--- config.mk ---
export PLATFORM = sky130hd
export DESIGN_NAME = banked_event_packet_counter_flat
export DESIGN_NICKNAME = d
export VERILOG_FILES = /design/src/sv/bepc_pkg.sv /design/src/sv/bepc_in_if.sv /design/src/sv/bepc_out_if.sv /design/src/sv/banked_event_packet_counter.sv /design/src/sv/bepc_parser.sv /design/src/flat_wrapper.sv
export SDC_FILE = /design/constraint.sdc
export NUM_CORES = 1
export LEC_CHECK = 0
export ABC_AREA = 0
export BUFFER_PORTS_ARGS = -buffer_cell sky130_fd_sc_hd__buf_4
export CELL_PAD_IN_SITES_DETAIL_PLACEMENT = 1
export CELL_PAD_IN_SITES_GLOBAL_PLACEMENT = 1
export CORE_ASPECT_RATIO = 0.9
export CORE_MARGIN = 5
export CORE_UTILIZATION = 30
export CTS_CLUSTER_SIZE = 24
export DETAILED_ROUTE_END_ITERATION = 8
export PLACE_DENSITY = 0.53
export SLEW_MARGIN = 20
export SYNTH_ARGS = -nofsm -noshare
export SYNTH_HDL_FRONTEND = slang
export SYNTH_SLANG_ARGS = --single-unit
--- constraint.sdc ---
create_clock -name clk_i -period 4.3 [get_ports clk_i]
set_input_delay 0.215 -clock clk_i [delete_from_list [all_inputs] [get_ports clk_i]]
set_output_delay 0.215 -clock clk_i [all_outputs]
set_load 0.02 [all_outputs]
--- src/sv/bepc_pkg.sv ---
`timescale 1ns / 1ps

package bepc_pkg;

  localparam int unsigned WORD_W       = 32;
  localparam int unsigned LIMIT_W      = 16;
  // Twice a 32-bit event count needs one extra bit.
  localparam int unsigned SKIP_W       = WORD_W + 1;

  localparam logic [SKIP_W-1:0] HEADER_WORDS = SKIP_W'(4);
  localparam logic [SKIP_W-1:0] SOURCE_WORDS = SKIP_W'(3);

  typedef enum logic [5:0] {
    PH_HEADER  = 6'b000001,
    PH_SOURCE  = 6'b000010,
    PH_NBANKS  = 6'b000100,
    PH_BANKID  = 6'b001000,
    PH_EVCOUNT = 6'b010000,
    PH_EVENTS  = 6'b100000
  } bepc_phase_e;

  typedef struct packed {
    logic [WORD_W-1:0] payload_word;
    logic              last_word;
  } bepc_item_t;

  typedef struct packed {
    logic [WORD_W-1:0] event_total;
    logic              truncated;
  } bepc_result_t;

endpackage

--- src/sv/bepc_in_if.sv ---
`timescale 1ns / 1ps

interface bepc_in_if;
  import bepc_pkg::*;

  logic              valid;
  logic              ready;
  logic [WORD_W-1:0] payload_word;
  logic              last_word;

  modport source (output valid, output payload_word, output last_word, input ready);
  modport sink   (input valid, input payload_word, input last_word, output ready);
endinterface

--- src/sv/bepc_out_if.sv ---
`timescale 1ns / 1ps

interface bepc_out_if;
  import bepc_pkg::*;

  logic              valid;
  logic              ready;
  logic [WORD_W-1:0] event_total;
  logic              truncated;

  modport source (output valid, output event_total, output truncated, input ready);
  modport sink   (input valid, input event_total, input truncated, output ready);
endinterface

--- src/sv/banked_event_packet_counter.sv ---
`timescale 1ns / 1ps

// Banked event packet counter. Takes the payload of a banked event packet one
// 32-bit word per transfer on in_i, last_word marking the final word. The
// 4-word pulse header and each source section's 3 leading words are skipped;
// per bank the id is compared against bank_limit and, if below it, the event
// count is added to a 32-bit wrapping total; the two words per event are
// skipped. On the last word one transfer leaves on out_o with the total and a
// truncated flag, set unless the packet ended exactly after the header or
// after a whole source section; the per-packet state then clears. Rate: one
// word per cycle, sustained, as long as out_o is drained; each word goes
// through an input register and one pass of the parse logic into the result
// register. A result waiting on out_o holds back only a following last word;
// ordinary words keep flowing. bank_limit resets to 0 (nothing counted); the
// user writes it through bank_limit_we_i / bank_limit_i only while idle, which
// the block itself does not enforce.
module banked_event_packet_counter
  import bepc_pkg::*;
(
  input  logic               clk_i,
  input  logic               rst_ni,
  input  logic               bank_limit_we_i,
  input  logic [LIMIT_W-1:0] bank_limit_i,
  bepc_in_if.sink            in_i,
  bepc_out_if.source         out_o
);

  // Configuration register
  logic [LIMIT_W-1:0] bank_limit_q;

  always_ff @(posedge clk_i or negedge rst_ni) begin
    if (!rst_ni) begin
      bank_limit_q <= '0;
    end else if (bank_limit_we_i) begin
      bank_limit_q <= bank_limit_i;
    end
  end

  // Input register
  logic       s1_valid_q;
  bepc_item_t s1_item_q;
  logic       s1_fire;
  logic       out_free;
  logic       in_take;

  // Output slot is free if empty or being drained this cycle.
  assign out_free = !out_o.valid || out_o.ready;
  // A word advances unless it is a last word with nowhere to put its result.
  assign s1_fire  = s1_valid_q && (!s1_item_q.last_word || out_free);
  assign in_i.ready = !s1_valid_q || s1_fire;
  assign in_take  = in_i.valid && in_i.ready;

  always_ff @(posedge clk_i or negedge rst_ni) begin
    if (!rst_ni) begin
      s1_valid_q <= 1'b0;
    end else if (in_i.ready) begin
      s1_valid_q <= in_i.valid;
    end
  end

  always_ff @(posedge clk_i) begin
    if (in_take) begin
      s1_item_q.payload_word <= in_i.payload_word;
      s1_item_q.last_word    <= in_i.last_word;
    end
  end

  // Parse step
  bepc_result_t step_res;

  bepc_parser u_parser (
    .clk_i        (clk_i),
    .rst_ni       (rst_ni),
    .step_i       (s1_fire),
    .item_i       (s1_item_q),
    .bank_limit_i (bank_limit_q),
    .result_o     (step_res)
  );

  // Result register
  logic         out_valid_q;
  logic         out_load;
  bepc_result_t out_q;

  assign out_load = s1_fire && s1_item_q.last_word;

  always_ff @(posedge clk_i or negedge rst_ni) begin
    if (!rst_ni) begin
      out_valid_q <= 1'b0;
    end else if (out_load) begin
      out_valid_q <= 1'b1;
    end else if (out_o.ready) begin
      out_valid_q <= 1'b0;
    end
  end

  always_ff @(posedge clk_i) begin
    if (out_load) begin
      out_q <= step_res;
    end
  end

  assign out_o.valid       = out_valid_q;
  assign out_o.event_total = out_q.event_total;
  assign out_o.truncated   = out_q.truncated;

  // Checks
  // A processed last word always lands in the result register.
  assert property (@(posedge clk_i) disable iff (!rst_ni)
    out_load |=> out_valid_q)
  else $error("last word processed without a result");

  // Input back-pressure only ever comes from a held input register.
  assert property (@(posedge clk_i) disable iff (!rst_ni)
    !in_i.ready |-> (s1_valid_q && s1_item_q.last_word && !out_free))
  else $error("input stalled without cause");

  // A held word is not overwritten.
  assert property (@(posedge clk_i) disable iff (!rst_ni)
    (s1_valid_q && !s1_fire) |=> (s1_valid_q && $stable(s1_item_q)))
  else $error("held input word lost");

endmodule

--- src/sv/bepc_parser.sv ---
`timescale 1ns / 1ps

// Packet walker: holds the parse state and advances it by one word per step.
module bepc_parser
  import bepc_pkg::*;
(
  input  logic               clk_i,
  input  logic               rst_ni,
  input  logic               step_i,
  input  bepc_item_t         item_i,
  input  logic [LIMIT_W-1:0] bank_limit_i,
  output bepc_result_t       result_o
);

  bepc_phase_e       phase_q, phase_d;
  logic [SKIP_W-1:0] skip_q, skip_d;
  logic [WORD_W-1:0] banks_q, banks_d;
  logic              bank_ok_q, bank_ok_d;
  logic [WORD_W-1:0] total_q, total_d;
  logic              close_bank;
  logic [WORD_W-1:0] word;

  assign word = item_i.payload_word;

  always_comb begin
    phase_d    = phase_q;
    skip_d     = skip_q;
    banks_d    = banks_q;
    bank_ok_d  = bank_ok_q;
    total_d    = total_q;
    close_bank = 1'b0;

    unique case (phase_q)
      PH_HEADER: begin
        skip_d = skip_q - SKIP_W'(1);
        if (skip_q == SKIP_W'(1)) begin
          phase_d = PH_SOURCE;
          skip_d  = SOURCE_WORDS;
        end
      end
      PH_SOURCE: begin
        skip_d = skip_q - SKIP_W'(1);
        if (skip_q == SKIP_W'(1)) begin
          phase_d = PH_NBANKS;
        end
      end
      PH_NBANKS: begin
        banks_d = word;
        if (word == '0) begin
          phase_d = PH_SOURCE;
          skip_d  = SOURCE_WORDS;
        end else begin
          phase_d = PH_BANKID;
        end
      end
      PH_BANKID: begin
        bank_ok_d = (word < {{(WORD_W-LIMIT_W){1'b0}}, bank_limit_i});
        phase_d   = PH_EVCOUNT;
      end
      PH_EVCOUNT: begin
        if (bank_ok_q) begin
          total_d = total_q + word;
        end
        skip_d = {word, 1'b0};
        if (word == '0) begin
          close_bank = 1'b1;
        end else begin
          phase_d = PH_EVENTS;
        end
      end
      PH_EVENTS: begin
        skip_d = skip_q - SKIP_W'(1);
        if (skip_q == SKIP_W'(1)) begin
          close_bank = 1'b1;
        end
      end
      default: begin
        phase_d = PH_HEADER;
        skip_d  = HEADER_WORDS;
      end
    endcase

    if (close_bank) begin
      banks_d = banks_q - WORD_W'(1);
      if (banks_q == WORD_W'(1)) begin
        phase_d = PH_SOURCE;
        skip_d  = SOURCE_WORDS;
      end else begin
        phase_d = PH_BANKID;
      end
    end
  end

  // Clean end only right at a section boundary.
  assign result_o.event_total = total_d;
  assign result_o.truncated   = !((phase_d == PH_SOURCE) && (skip_d == SOURCE_WORDS));

  always_ff @(posedge clk_i or negedge rst_ni) begin
    if (!rst_ni) begin
      phase_q   <= PH_HEADER;
      skip_q    <= HEADER_WORDS;
      banks_q   <= '0;
      bank_ok_q <= 1'b0;
      total_q   <= '0;
    end else if (step_i) begin
      if (item_i.last_word) begin
        phase_q   <= PH_HEADER;
        skip_q    <= HEADER_WORDS;
        banks_q   <= '0;
        bank_ok_q <= 1'b0;
        total_q   <= '0;
      end else begin
        phase_q   <= phase_d;
        skip_q    <= skip_d;
        banks_q   <= banks_d;
        bank_ok_q <= bank_ok_d;
        total_q   <= total_d;
      end
    end
  end

endmodule

--- src/flat_wrapper.sv ---
// flat-port wrapper written by rule: the top's interface ports become plain ports
module banked_event_packet_counter_flat import bepc_pkg::*;
  (clk_i, rst_ni, bank_limit_we_i, bank_limit_i, in_i_valid, in_i_payload_word, in_i_last_word, in_i_ready, out_o_valid, out_o_event_total, out_o_truncated, out_o_ready);
  bepc_in_if in_i_i ();
  bepc_out_if out_o_i ();
  input  logic clk_i;
  input  logic rst_ni;
  input  logic bank_limit_we_i;
  input  logic [LIMIT_W-1:0] bank_limit_i;
  input wire logic [$bits(in_i_i.valid)-1:0] in_i_valid;
  input wire logic [$bits(in_i_i.payload_word)-1:0] in_i_payload_word;
  input wire logic [$bits(in_i_i.last_word)-1:0] in_i_last_word;
  output wire logic [$bits(in_i_i.ready)-1:0] in_i_ready;
  output wire logic [$bits(out_o_i.valid)-1:0] out_o_valid;
  output wire logic [$bits(out_o_i.event_total)-1:0] out_o_event_total;
  output wire logic [$bits(out_o_i.truncated)-1:0] out_o_truncated;
  input wire logic [$bits(out_o_i.ready)-1:0] out_o_ready;
  assign in_i_i.valid = in_i_valid;
  assign in_i_i.payload_word = in_i_payload_word;
  assign in_i_i.last_word = in_i_last_word;
  assign in_i_ready = in_i_i.ready;
  assign out_o_valid = out_o_i.valid;
  assign out_o_event_total = out_o_i.event_total;
  assign out_o_truncated = out_o_i.truncated;
  assign out_o_i.ready = out_o_ready;
  banked_event_packet_counter u_core (.clk_i(clk_i), .rst_ni(rst_ni), .bank_limit_we_i(bank_limit_we_i), .bank_limit_i(bank_limit_i), .in_i(in_i_i), .out_o(out_o_i));
endmodule
# [After elaboration in Yosys (flattened, before gate mapping)]
# Cells that the tools add are included.
[op_classes] addsub=3 n_eq_ne=10 n_reduce_logical=18 mux=27 order_cmp=1
[ops] op="$mux W32" n=6
[ops] op="$mux W33" n=5
[ops] op="$pmux W33 S5" n=1
[ops] op="$pmux W6 S6" n=1
[ops] op="$eq A33 B1 Y1 const B" n=1
[ops] op="$eq A33 B2 Y1 const B" n=1
[ops] op="$sub A33 B1 Y33 const B" n=1
[ops] op="$add A32 B32 Y32" n=1
[ops] op="$eq A32 B1 Y1 const B" n=1
[ops] op="$logic_not A32 Y1" n=1
[ops] op="$lt A32 B16 Y1" n=1
[ops] op="$sub A32 B1 Y32 const B" n=1
[ops] op="$mux W6" n=5
[ops] op="$eq A6 B2 Y1 const B" n=2
[ops] op="$mux W4" n=2
[ops] op="$eq A6 B1 Y1 const B" n=1
[ops] op="$eq A6 B3 Y1 const B" n=1
[ops] op="$eq A6 B4 Y1 const B" n=1
[ops] op="$eq A6 B5 Y1 const B" n=1
[ops] op="$eq A6 B6 Y1 const B" n=1
[ops] op="$mux W1" n=6
[ops] op="$logic_and A1 B1 Y1" n=4
[ops] op="$logic_not A1 Y1" n=4
[ops] op="$reduce_and A2 Y1" n=2
[ops] op="5 further kinds" n=8
[word_totals] elab_cells=71 in_bits=54 register_bits=188 output_inout_bits=35

# [Logic depth before layout (Yosys ltp)]
# Gate-level depths: netlist of the first run.
[logic_depth] ltp_word=8 ltp_mapped=14 depth_no_buf=12

# [By module]
# A second synthesis of the first run with hierarchy kept.
[unflattened] hier_cells=1212 hier_area_um2=11289.6
[by_module_without_submodules] module="bepc_parser" instances=1 area_per_inst_um2=8559.5 cells_per_inst=1102 seq_area_each_um2=2605.0
[by_module_without_submodules] module="banked_event_packet_counter" instances=1 area_per_inst_um2=2730.1 cells_per_inst=110 seq_area_each_um2=2432.3

# [Worst setup path after synthesis of the first run]
# No wires, ideal clock.
[synth_path] path_type="reg2reg" startpoint="register u_core.u_parser.skip_q[18]" endpoint="register u_core.out_q, in the netlist u_core.out_o.truncated, data pin" slack_ns=0.710 arrival_time_ns=3.323 path_buffers=2 required_ns=4.033 period_less_slack_ns=3.590 path_stages_with_launch=13 setup_time_ns=0.267 path_cell_list="dfrtp_1 > or4_1 > or3_1 > buf_6 > or4_4 > nor2b_4 > buf_6 > a222oi_1 > nand4_1 > or3_1 > nor3_2 > a31oi_1 > nand4b_1"
[synth_lines] item="start, declared" line_no="bepc_parser.sv:16" text="logic [SKIP_W-1:0] skip_q, skip_d;"
[synth_lines] item="start signal, assigned" line_no="bepc_parser.sv:114" text="skip_q <= skip_d;"
[synth_lines] item="end signal, assigned" line_no="banked_event_packet_counter.sv:99" text="out_q <= step_res;"
[synth_lines] item="end, declared" line_no="banked_event_packet_counter.sv:83" text="bepc_result_t out_q;"

==> metrics.txt, run 1 <==
status finished clean; Max Cap Viol 0; main area contributors after synthesis dfrtp_1 (27%), edfxtp_1 (18%), o21ai_0 (6.1%), ha_1 (5.6%), nand2_1 (4.3%); Setup CP Type flip-flop to flip-flop; row cnt 66; Worst Setup Start Kind flip-flop; clock root cell clkbuf_16; EDFF count, synth 66; postcts setup bufs 0; layout cells sized above 1 15.3%; cell area after synthesis ~11,000 µm²; DIE AREA 40,900 µm²; Peak VDD IR 0.349 mV; Worst EP arrival 4.06 ns; pwr dens about 460 nW/µm²; clk sink count between 150 and 200; WP buf/inv 1; critical path's largest stage delay about 0.57 ns; Fmax 258 MHz; most used cell, CP or3_1; synthesized flop and latch total 188; DR iter-0 viols 823; CORE AREA 36,300 µm²; WL per Instance 22.4 µm; ANT cells 0; Slew @ Worst Pin ~0.86 ns; Yosys warning count 0; routability congestion estimate roughly 0.81; DIE HEIGHT ~190 µm; clock buffer depth 2; nets approximately 1,400; unrepaired setup endpoints after global routing no; die width approximately 210 µm; Routed WL approximately 41,000 µm; H-tree levels 4; DRC errors left 0; minimum clock period 3.88 ns; final worst slack 0.424 ns; fin crit share approximately nine tenths; pin count of the biggest net entering global routing ~90; PortBufs around 90; drt first pass iters 7; Area Growth Syn to Fin 22.1%; cell-by-cell trace of the critical path or4_1, or3_1, buf_4, nor4_1, xor2_1, a222oi_1, nand4_1, or3_1, nor3_2, a31oi_1, nand4b_1; Syn Inst Count ~1,200; worst relative slew slack between 40% and 50%; fillers approximately 4,200; Crit. End Element flip-flop; worst skew pair latency about 0.46 ns; skew final about 0.014 ns; hpwl dp about 28,000 µm; grt total ovfl 0; Hold Crit Class input pin to flip-flop; CTS tree built; Total GRT Usage between 20% and 30%; slowest stage cell, crit path or4_1; share of Yosys cell area claimed by the top area cell type a little over a quarter; initial antenna violation count 0; syn avg cell area ~9.3 µm²; Starting Density 30.5%; Cell variety after synth 62; multi-input logic area roughly 5700 µm²; Routed Antenna Nets 0; Static Leak 0.00598 µW; Clock transition at path regs 0.08 ns; first-pass GRT wire length between 60,000 and 70,000 µm; Synth Net Count between 1,000 and 1,500; Register Area just over 5000 µm²; Setup violations, final 0; TNS Setup 0 ns; post-synthesis sequential area ratio between 40% and 50%; Vias/cell 5.48; Top FF cell, synth dfrtp_1; Final Max Slew Viols 0; CP Data Required Time approximately 4.5 ns; Inserted Clock Buffers 17; Hold Vio Cnt, Final 0; vias in the first global route approximately 10,000; via count between 9,000 and 10,000; pre-CTS setup slack ~0.48 ns; area leader, netlist dfrtp_1; crit-path max FO 9; ys async rst share ~65%; # IOs ~90; Top delay family on crit path simple AND/OR/NAND/NOR gates
## metal layers
layer  vias to the layer above  share of wire (%)  global-route usage (%)  wire [µm]
met4                         0                1.1                    3.99        438
met3                        25                4.2                    3.45       1710
met2                       203                 46                    32.4      18800
met1                      5012                 48                    28.5      19700
li1                       4721                  -                       -          -
met5                         -                  0                       0          0
## layout by cell type, fill, tap and decap left out, types with 16 or more instances in the layout
cell,n
xor2_1,23
nor2_1,88
a21oi_1,85
a222oi_1,19
ha_1,50
nand2_1,125
nor3_1,44
xnor2_1,25
buf_4,135
edfxtp_1,66
or3_1,16
dlygate4sd3_1,51
clkbuf_16,17
dfrtp_1,120
nand3_1,17
o31ai_1,29
mux2_2,19
inv_1,30
nor4_1,31
a22o_1,39
o21ai_0,134
a21o_1,26
nand4_1,16
## flip-flops by register name, summed over array words and instances (netlist names)
register / flops
u_core.out_o.truncated: 1
u_core.u_parser.skip_q: 33
u_core.u_parser.total_q: 32
u_core.s1_item_q: 33
u_core.u_parser.banks_q: 32
u_core.u_parser.bank_ok_q: 1
u_core.out_o.valid: 1
u_core.out_o.event_total: 32
u_core.u_parser.phase_q: 6
u_core.bank_limit_q: 16
u_core.s1_valid_q: 1
## cell type report
class / count / area share, %
Tap cell: 476 / 4.40
Clock buffer: 20 / 3.22
Timing Repair Buffer: 188 / 11.5
Clock inverter: 12 / 0.831
Multi-Input combinational cell: 903 / 42.0
Sequential cell: 188 / 37.2
Inverter: 30 / 0.831
## cell usage after synthesis (all sizes together), types with 3 or more instances
cell,number
clkbuf,63
mux2,19
xor2,23
nor4,31
dfrtp,120
a221oi,4
a21boi,3
and3,5
mux2i,3
or4,9
buf,7
edfxtp,66
a222oi,19
and2,10
nor2,90
o31ai,29
a31oi,12
xnor2,25
inv,30
nor2b,7
a21oi,86
or2,9
nand4,16
nor3b,6
nand2b,8
nand4b,3
o21ai,135
ha,50
o22a,3
nand2,127
a21o,26
nor3,45
a22o,39
or3,16
nand3,17
## worst paths after layout
kind / from / endpoint / slack [ns] / cells after the start
max: u_core.u_parser.skip_q[18]$_DFFE_PN0P_ / u_core.out_o.truncated$_DFFE_PP_ / 0.42 / 11
min: out_o_ready / u_core.s1_valid_q$_DFFE_PN0N_ / 0.12 / 4
max reg2reg: u_core.u_parser.skip_q[18]$_DFFE_PN0P_ / u_core.out_o.truncated$_DFFE_PP_ / 0.42 / 11
min reg2reg: u_core.u_parser.banks_q[22]$_DFFE_PN0P_ / u_core.u_parser.banks_q[22]$_DFFE_PN0P_ / 0.49 / 2
max in group asynchronous: rst_ni / u_core.u_parser.skip_q[2]$_DFFE_PN1P_ / 2.86 / 4
min in group asynchronous: rst_ni / u_core.u_parser.total_q[11]$_DFFE_PN0P_ / 0.21 / 2
## stage by stage
stage                     cells  total power, µW  instance area (µm²)  util [%]  hold slack (ns)
after detailed placement   1733             4660                12500      34.3            0.394
after global placement     1733             4650                12500      34.3            0.395
final                      1817             6270                13500      37.3            0.122
after floorplan            1191             3850                11100         -          -0.0806
after CTS                  1816             6290                13500      37.2           0.0926
after global routing       1817             6630                13500      37.3            0.153
## kinds of logic (layout without fill, tap and decap cells)
family	Yosys count	count (layout)	synth area share [%]
and+or+nand+nor	404	404	17.7
DFF	188	188	45.4
adders and majority gates	51	51	5.82
buffers and inverters	100	250	3.55
xor gates and xnor gates	48	48	3.79
AOI/OAI and AO/OA	378	378	21.6
muxes	22	22	2.20
## worst register-to-register path, cell delays in order, from the launching register on
cell and delay, ns:
dfrtp_1 0.43, or4_1 0.57, or3_1 0.35, buf_4 0.18, nor4_1 0.56, xor2_1 0.14, a222oi_1 0.46, nand4_1 0.17
or3_1 0.35, nor3_2 0.12, a31oi_1 0.09, nand4b_1 0.17
## what timing repair did
| item | in CTS | in global routing |
|---|---|---|
| hold endpoints to repair | 139 | 0 |
| gates resized for setup | 0 | 0 |
| hold buffers | 51 | 0 |
## power breakdown
part           switching, µW  internal, µW  total [µW]
clock                    763           804        1570
combinational           1470           953        2420
sequential               246          2030        2280
total                   2480          3790        6270
No activity file was read; power rests on OpenSTA's default activity.
==> run 2: changes to the inputs <==
ABC_AREA = 1   (was 0)
PLACE_DENSITY = 0.54   (was 0.53)
==> run 2 against run 1 <==
Compared with the run above: synthesized cell count up 37%; non-clock buffer count is 29 lower; register-to-register slack gained 0.63 ns; wire length is 23% higher; largest cell class unchanged; critical path type unchanged; final area grew 8.5%.
==> metrics.txt, run 2 <==
sw frac 46.9% (+7.4 points); Max Used Layer met4; Finished Cell Area 14,700 µm² (+8.5%); sw power 3730 µW (+50%); Overall Power 7950 µW (+27%); drt first pass iters 5 (-2); Routed WL 50,200 µm (+23%); final worst slack 1.06 ns (+0.632 ns); Clock transition at path regs 0.08 ns (about the same); Max Cap Viol 0 (unchanged); first-pass GRT wire length 76,600 µm (+22%); met2 wire length 22,300 µm (+18%); cell with the most instances after synthesis nand2_1; Syn Inst Count 1,628 (+37%); worst skew pair latency 0.47 ns (about the same); DP Area 13,500 µm² (+8.7%); DRC errors left 0 (unchanged); share of Yosys cell area claimed by the top area cell type 24.5% (-2.6 points); CORE AREA 40,600 µm² (+12%); # IOs 89 (unchanged); final std cells w/o fill 2,312 (+27%); fillers 4,930 (+17%); clock buffer depth 2 (unchanged); CP Data Required Time 4.52 ns (+0.04 ns); vias in the first global route 12,300 (+20%); Top FF cell, synth dfrtp_1; Area Growth Syn to Fin 19.7%; ANT cells 0 (unchanged); Worst Setup Start Kind flip-flop; Inserted Clock Buffers 17 (unchanged); Static Leak 0.00684 µW (+14%); Total GRT Usage 22.2% (+2.1 points); Final Max Slew Viols 0 (unchanged); syn avg cell area 7.54 µm² (-19%); cell internal pwr 4220 µW (+11%); post-synthesis sequential area ratio 41.0% (-4.4 points); Cell variety after synth 54 (-13%); combinational share of power 47.6% (+8.9 points); EDFF count, synth 66 (unchanged); skew final 0.0121 ns (-0.00180 ns); DIE HEIGHT 202 µm (+4.9%); pin count of the biggest net entering global routing 88 (-4.3%); cell-by-cell trace of the critical path nor2_1, nand2_1, nor2_1, nand2_1, nor3_4, a21oi_4, buf_16, nand2_1, nand2_1, nor2_1, nand3_1, nor3_1, nand2_1; Hold Vio Cnt, Final 0 (unchanged); Peak VDD IR 0.298 mV (-15%); Starting Density 30.3% (-0.25 points); commonest non-fill, non-tap cell in the layout nand2_1; simple-gate portion of the synthesized area 28.8% (+11 points); clk sink count 188 (unchanged); slowest stage cell, crit path dfrtp_1; routability congestion estimate 0.945 (+16%); Adder-Cell Fraction of Synth Area 5.26% (-0.56 points); most frequent cells in the layout nand2_1 (425), nor2_1 (186), inv_1 (155); multi-input logic area 6390 µm² (+12%); met3 wire len 2320 µm (+36%); most used cell, CP nand2_1; layout cells sized above 1 11.6% (-3.7 points); WL per Instance 21.7 µm (-3.1%); ys async rst share 64.9% (unchanged); area leader, netlist dfrtp_1; hpwl dp 38,200 µm (+34%); row cnt 70 (+6.1%); PortBufs 88 (unchanged); Vias/cell 5.10 (-6.9%); minimum clock period 3.24 ns (-0.632 ns); pre-CTS setup slack 1.00 ns (+0.527 ns); part of the power in registers 30.6% (-5.7 points); critical path's largest stage delay 0.44 ns (-0.13 ns); die width 223 µm (+5.0%); crit-path max FO 24 (+15); postcts setup bufs 0 (unchanged); Crit. End Element flip-flop; Setup CP Type flip-flop to flip-flop; H-tree levels 4 (unchanged); Setup violations, final 0 (unchanged); WP buf/inv 1 (unchanged); post-synthesis mux area share 0.336% (-1.9 points); M1 wire length 25,000 µm (+27%); Top delay family on crit path simple AND/OR/NAND/NOR gates; pwr dens 541 nW/µm² (+17%); Commonest cells post-synth nand2_1 (425), nor2_1 (187), inv_1 (156); largest family of logic cells by synthesized area simple AND/OR/NAND/NOR gates; Fmax 308 MHz (+19%); status finished clean; DIE AREA 45,100 µm² (+10%); post-synthesis compound-gate area fraction 13.4% (-8.2 points); CTS tree built; Yosys warning count 0 (unchanged); unrepaired setup endpoints after global routing no; top flop regs u_core.s1_item_q x33, u_core.u_parser.skip_q x33; Routed Antenna Nets 0 (unchanged); Synth Net Count 1,733 (+34%); main area contributors after synthesis dfrtp_1 (24%), edfxtp_1 (16%), nand2_1 (13%), nor2_1 (5.7%), ha_1 (5.1%); clock share of power 21.8% (-3.2 points); via count 11,800 (+18%); Register Area 5040 µm² (unchanged); grt total ovfl 0 (unchanged); placed cell count 2,227 (+29%); TNS Setup 0 ns (unchanged); worst relative slew slack 36.7% (-5.7 points); Hold Crit Class input pin to flip-flop; DR iter-0 viols 900 (+9.4%); clock root cell clkbuf_16; Worst EP arrival 3.46 ns (-0.60 ns); synthesized flop and latch total 188 (unchanged); initial antenna violation count 0 (unchanged); fin crit share 75.4% (-15 points); Slew @ Worst Pin 0.949 ns (+0.0919 ns); nets 1,864 (+30%); cell area after synthesis 12,300 µm² (+11%); post-synthesis xor/xnor area fraction 4.14% (+0.35 points)
[run 2: cell count changes in the layout (fill, tap and decap cells not counted), moves of 33 or more]
cell,change
o22ai_1,+45
nand3_1,+78
inv_1,+125
nor2_1,+98
a22o_1,-33
nand2_1,+300
[run 2: final timing paths]
kind                                                              start                                      end  slack (ns)  cells after the start
worst max register to register  u_core.u_parser.banks_q[22]$_DFFE_PN0P_         u_core.out_o.truncated$_DFFE_PP_        1.06                     13
max in group asynchronous                                        rst_ni       u_core.bank_limit_q[7]$_DFFE_PN0P_        2.72                      3
worst min-delay path                                    bank_limit_we_i       u_core.bank_limit_q[8]$_DFFE_PN0P_        0.14                      3
min in group asynchronous                                        rst_ni  u_core.u_parser.banks_q[23]$_DFFE_PN0P_        0.44                      2
worst max-delay path            u_core.u_parser.banks_q[22]$_DFFE_PN0P_         u_core.out_o.truncated$_DFFE_PP_        1.06                     13
worst min register to register       u_core.bank_limit_q[0]$_DFFE_PN0P_       u_core.bank_limit_q[0]$_DFFE_PN0P_        0.53                      1
[run 2: cells by family after synthesis]
kind of cell,Yosys count
DFF,188
buffers and inverters,217
muxes,4
xor gates and xnor gates,58
and+or+nand+nor,819
AOI/OAI and AO/OA,291
adders and majority gates,51
[run 2: layout make-up]
cell class	count	area share [%]
clock buffer	21	3.35
multi-input combinational	1223	43.5
sequential	188	34.3
clock inverter	11	0.792
timing repair buffer	159	9.17
tap	540	4.60
inverter	170	4.34
[run 2: worst register-to-register path, cell delays in order, from the launching register on]
cell and delay, ns:
dfrtp_1 0.44, nor2_1 0.20, nand2_1 0.13, nor2_1 0.21, nand2_1 0.17, nor3_4 0.42
a21oi_4 0.23, buf_16 0.23, nand2_1 0.12, nand2_1 0.08, nor2_1 0.20, nand3_1 0.10
nor3_1 0.37, nand2_1 0.11
[run 2: power groups by stage]
stage,logic (µW),registers [µW],clock network [µW]
floorplan,2650,2370,0
global placement,3670,2460,0
detailed placement,3680,2460,0
CTS,3730,2430,1770
global route,4190,2460,1830
finish,3780,2430,1730
[run 2: through the flow]
stage / hold slack [ns] / utilization, %
6_report: 0.135 / 36.2
3_5_place_dp: 0.395 / 33.4
4_1_cts: 0.112 / 36.2
2_1_floorplan: -0.0806 / -
3_3_place_gp: 0.396 / 33.4
5_1_grt: 0.147 / 36.2
[run 2: repair_timing]
| action | 4_1_cts | 5_1_grt |
|---|---|---|
| hold buffers | 52 | 0 |
| hold endpoints to repair | 137 | 0 |
| resized for setup | 0 | 0 |
[run 2: per-layer routing]
| layer | vias up | track usage (%) |
|---|---|---|
| li1 | 5683 | - |
| met1 | 5844 | 32.3 |
| met2 | 241 | 34.5 |
| met3 | 29 | 4.43 |
| met4 | 0 | 4.31 |
| met5 | - | 0 |
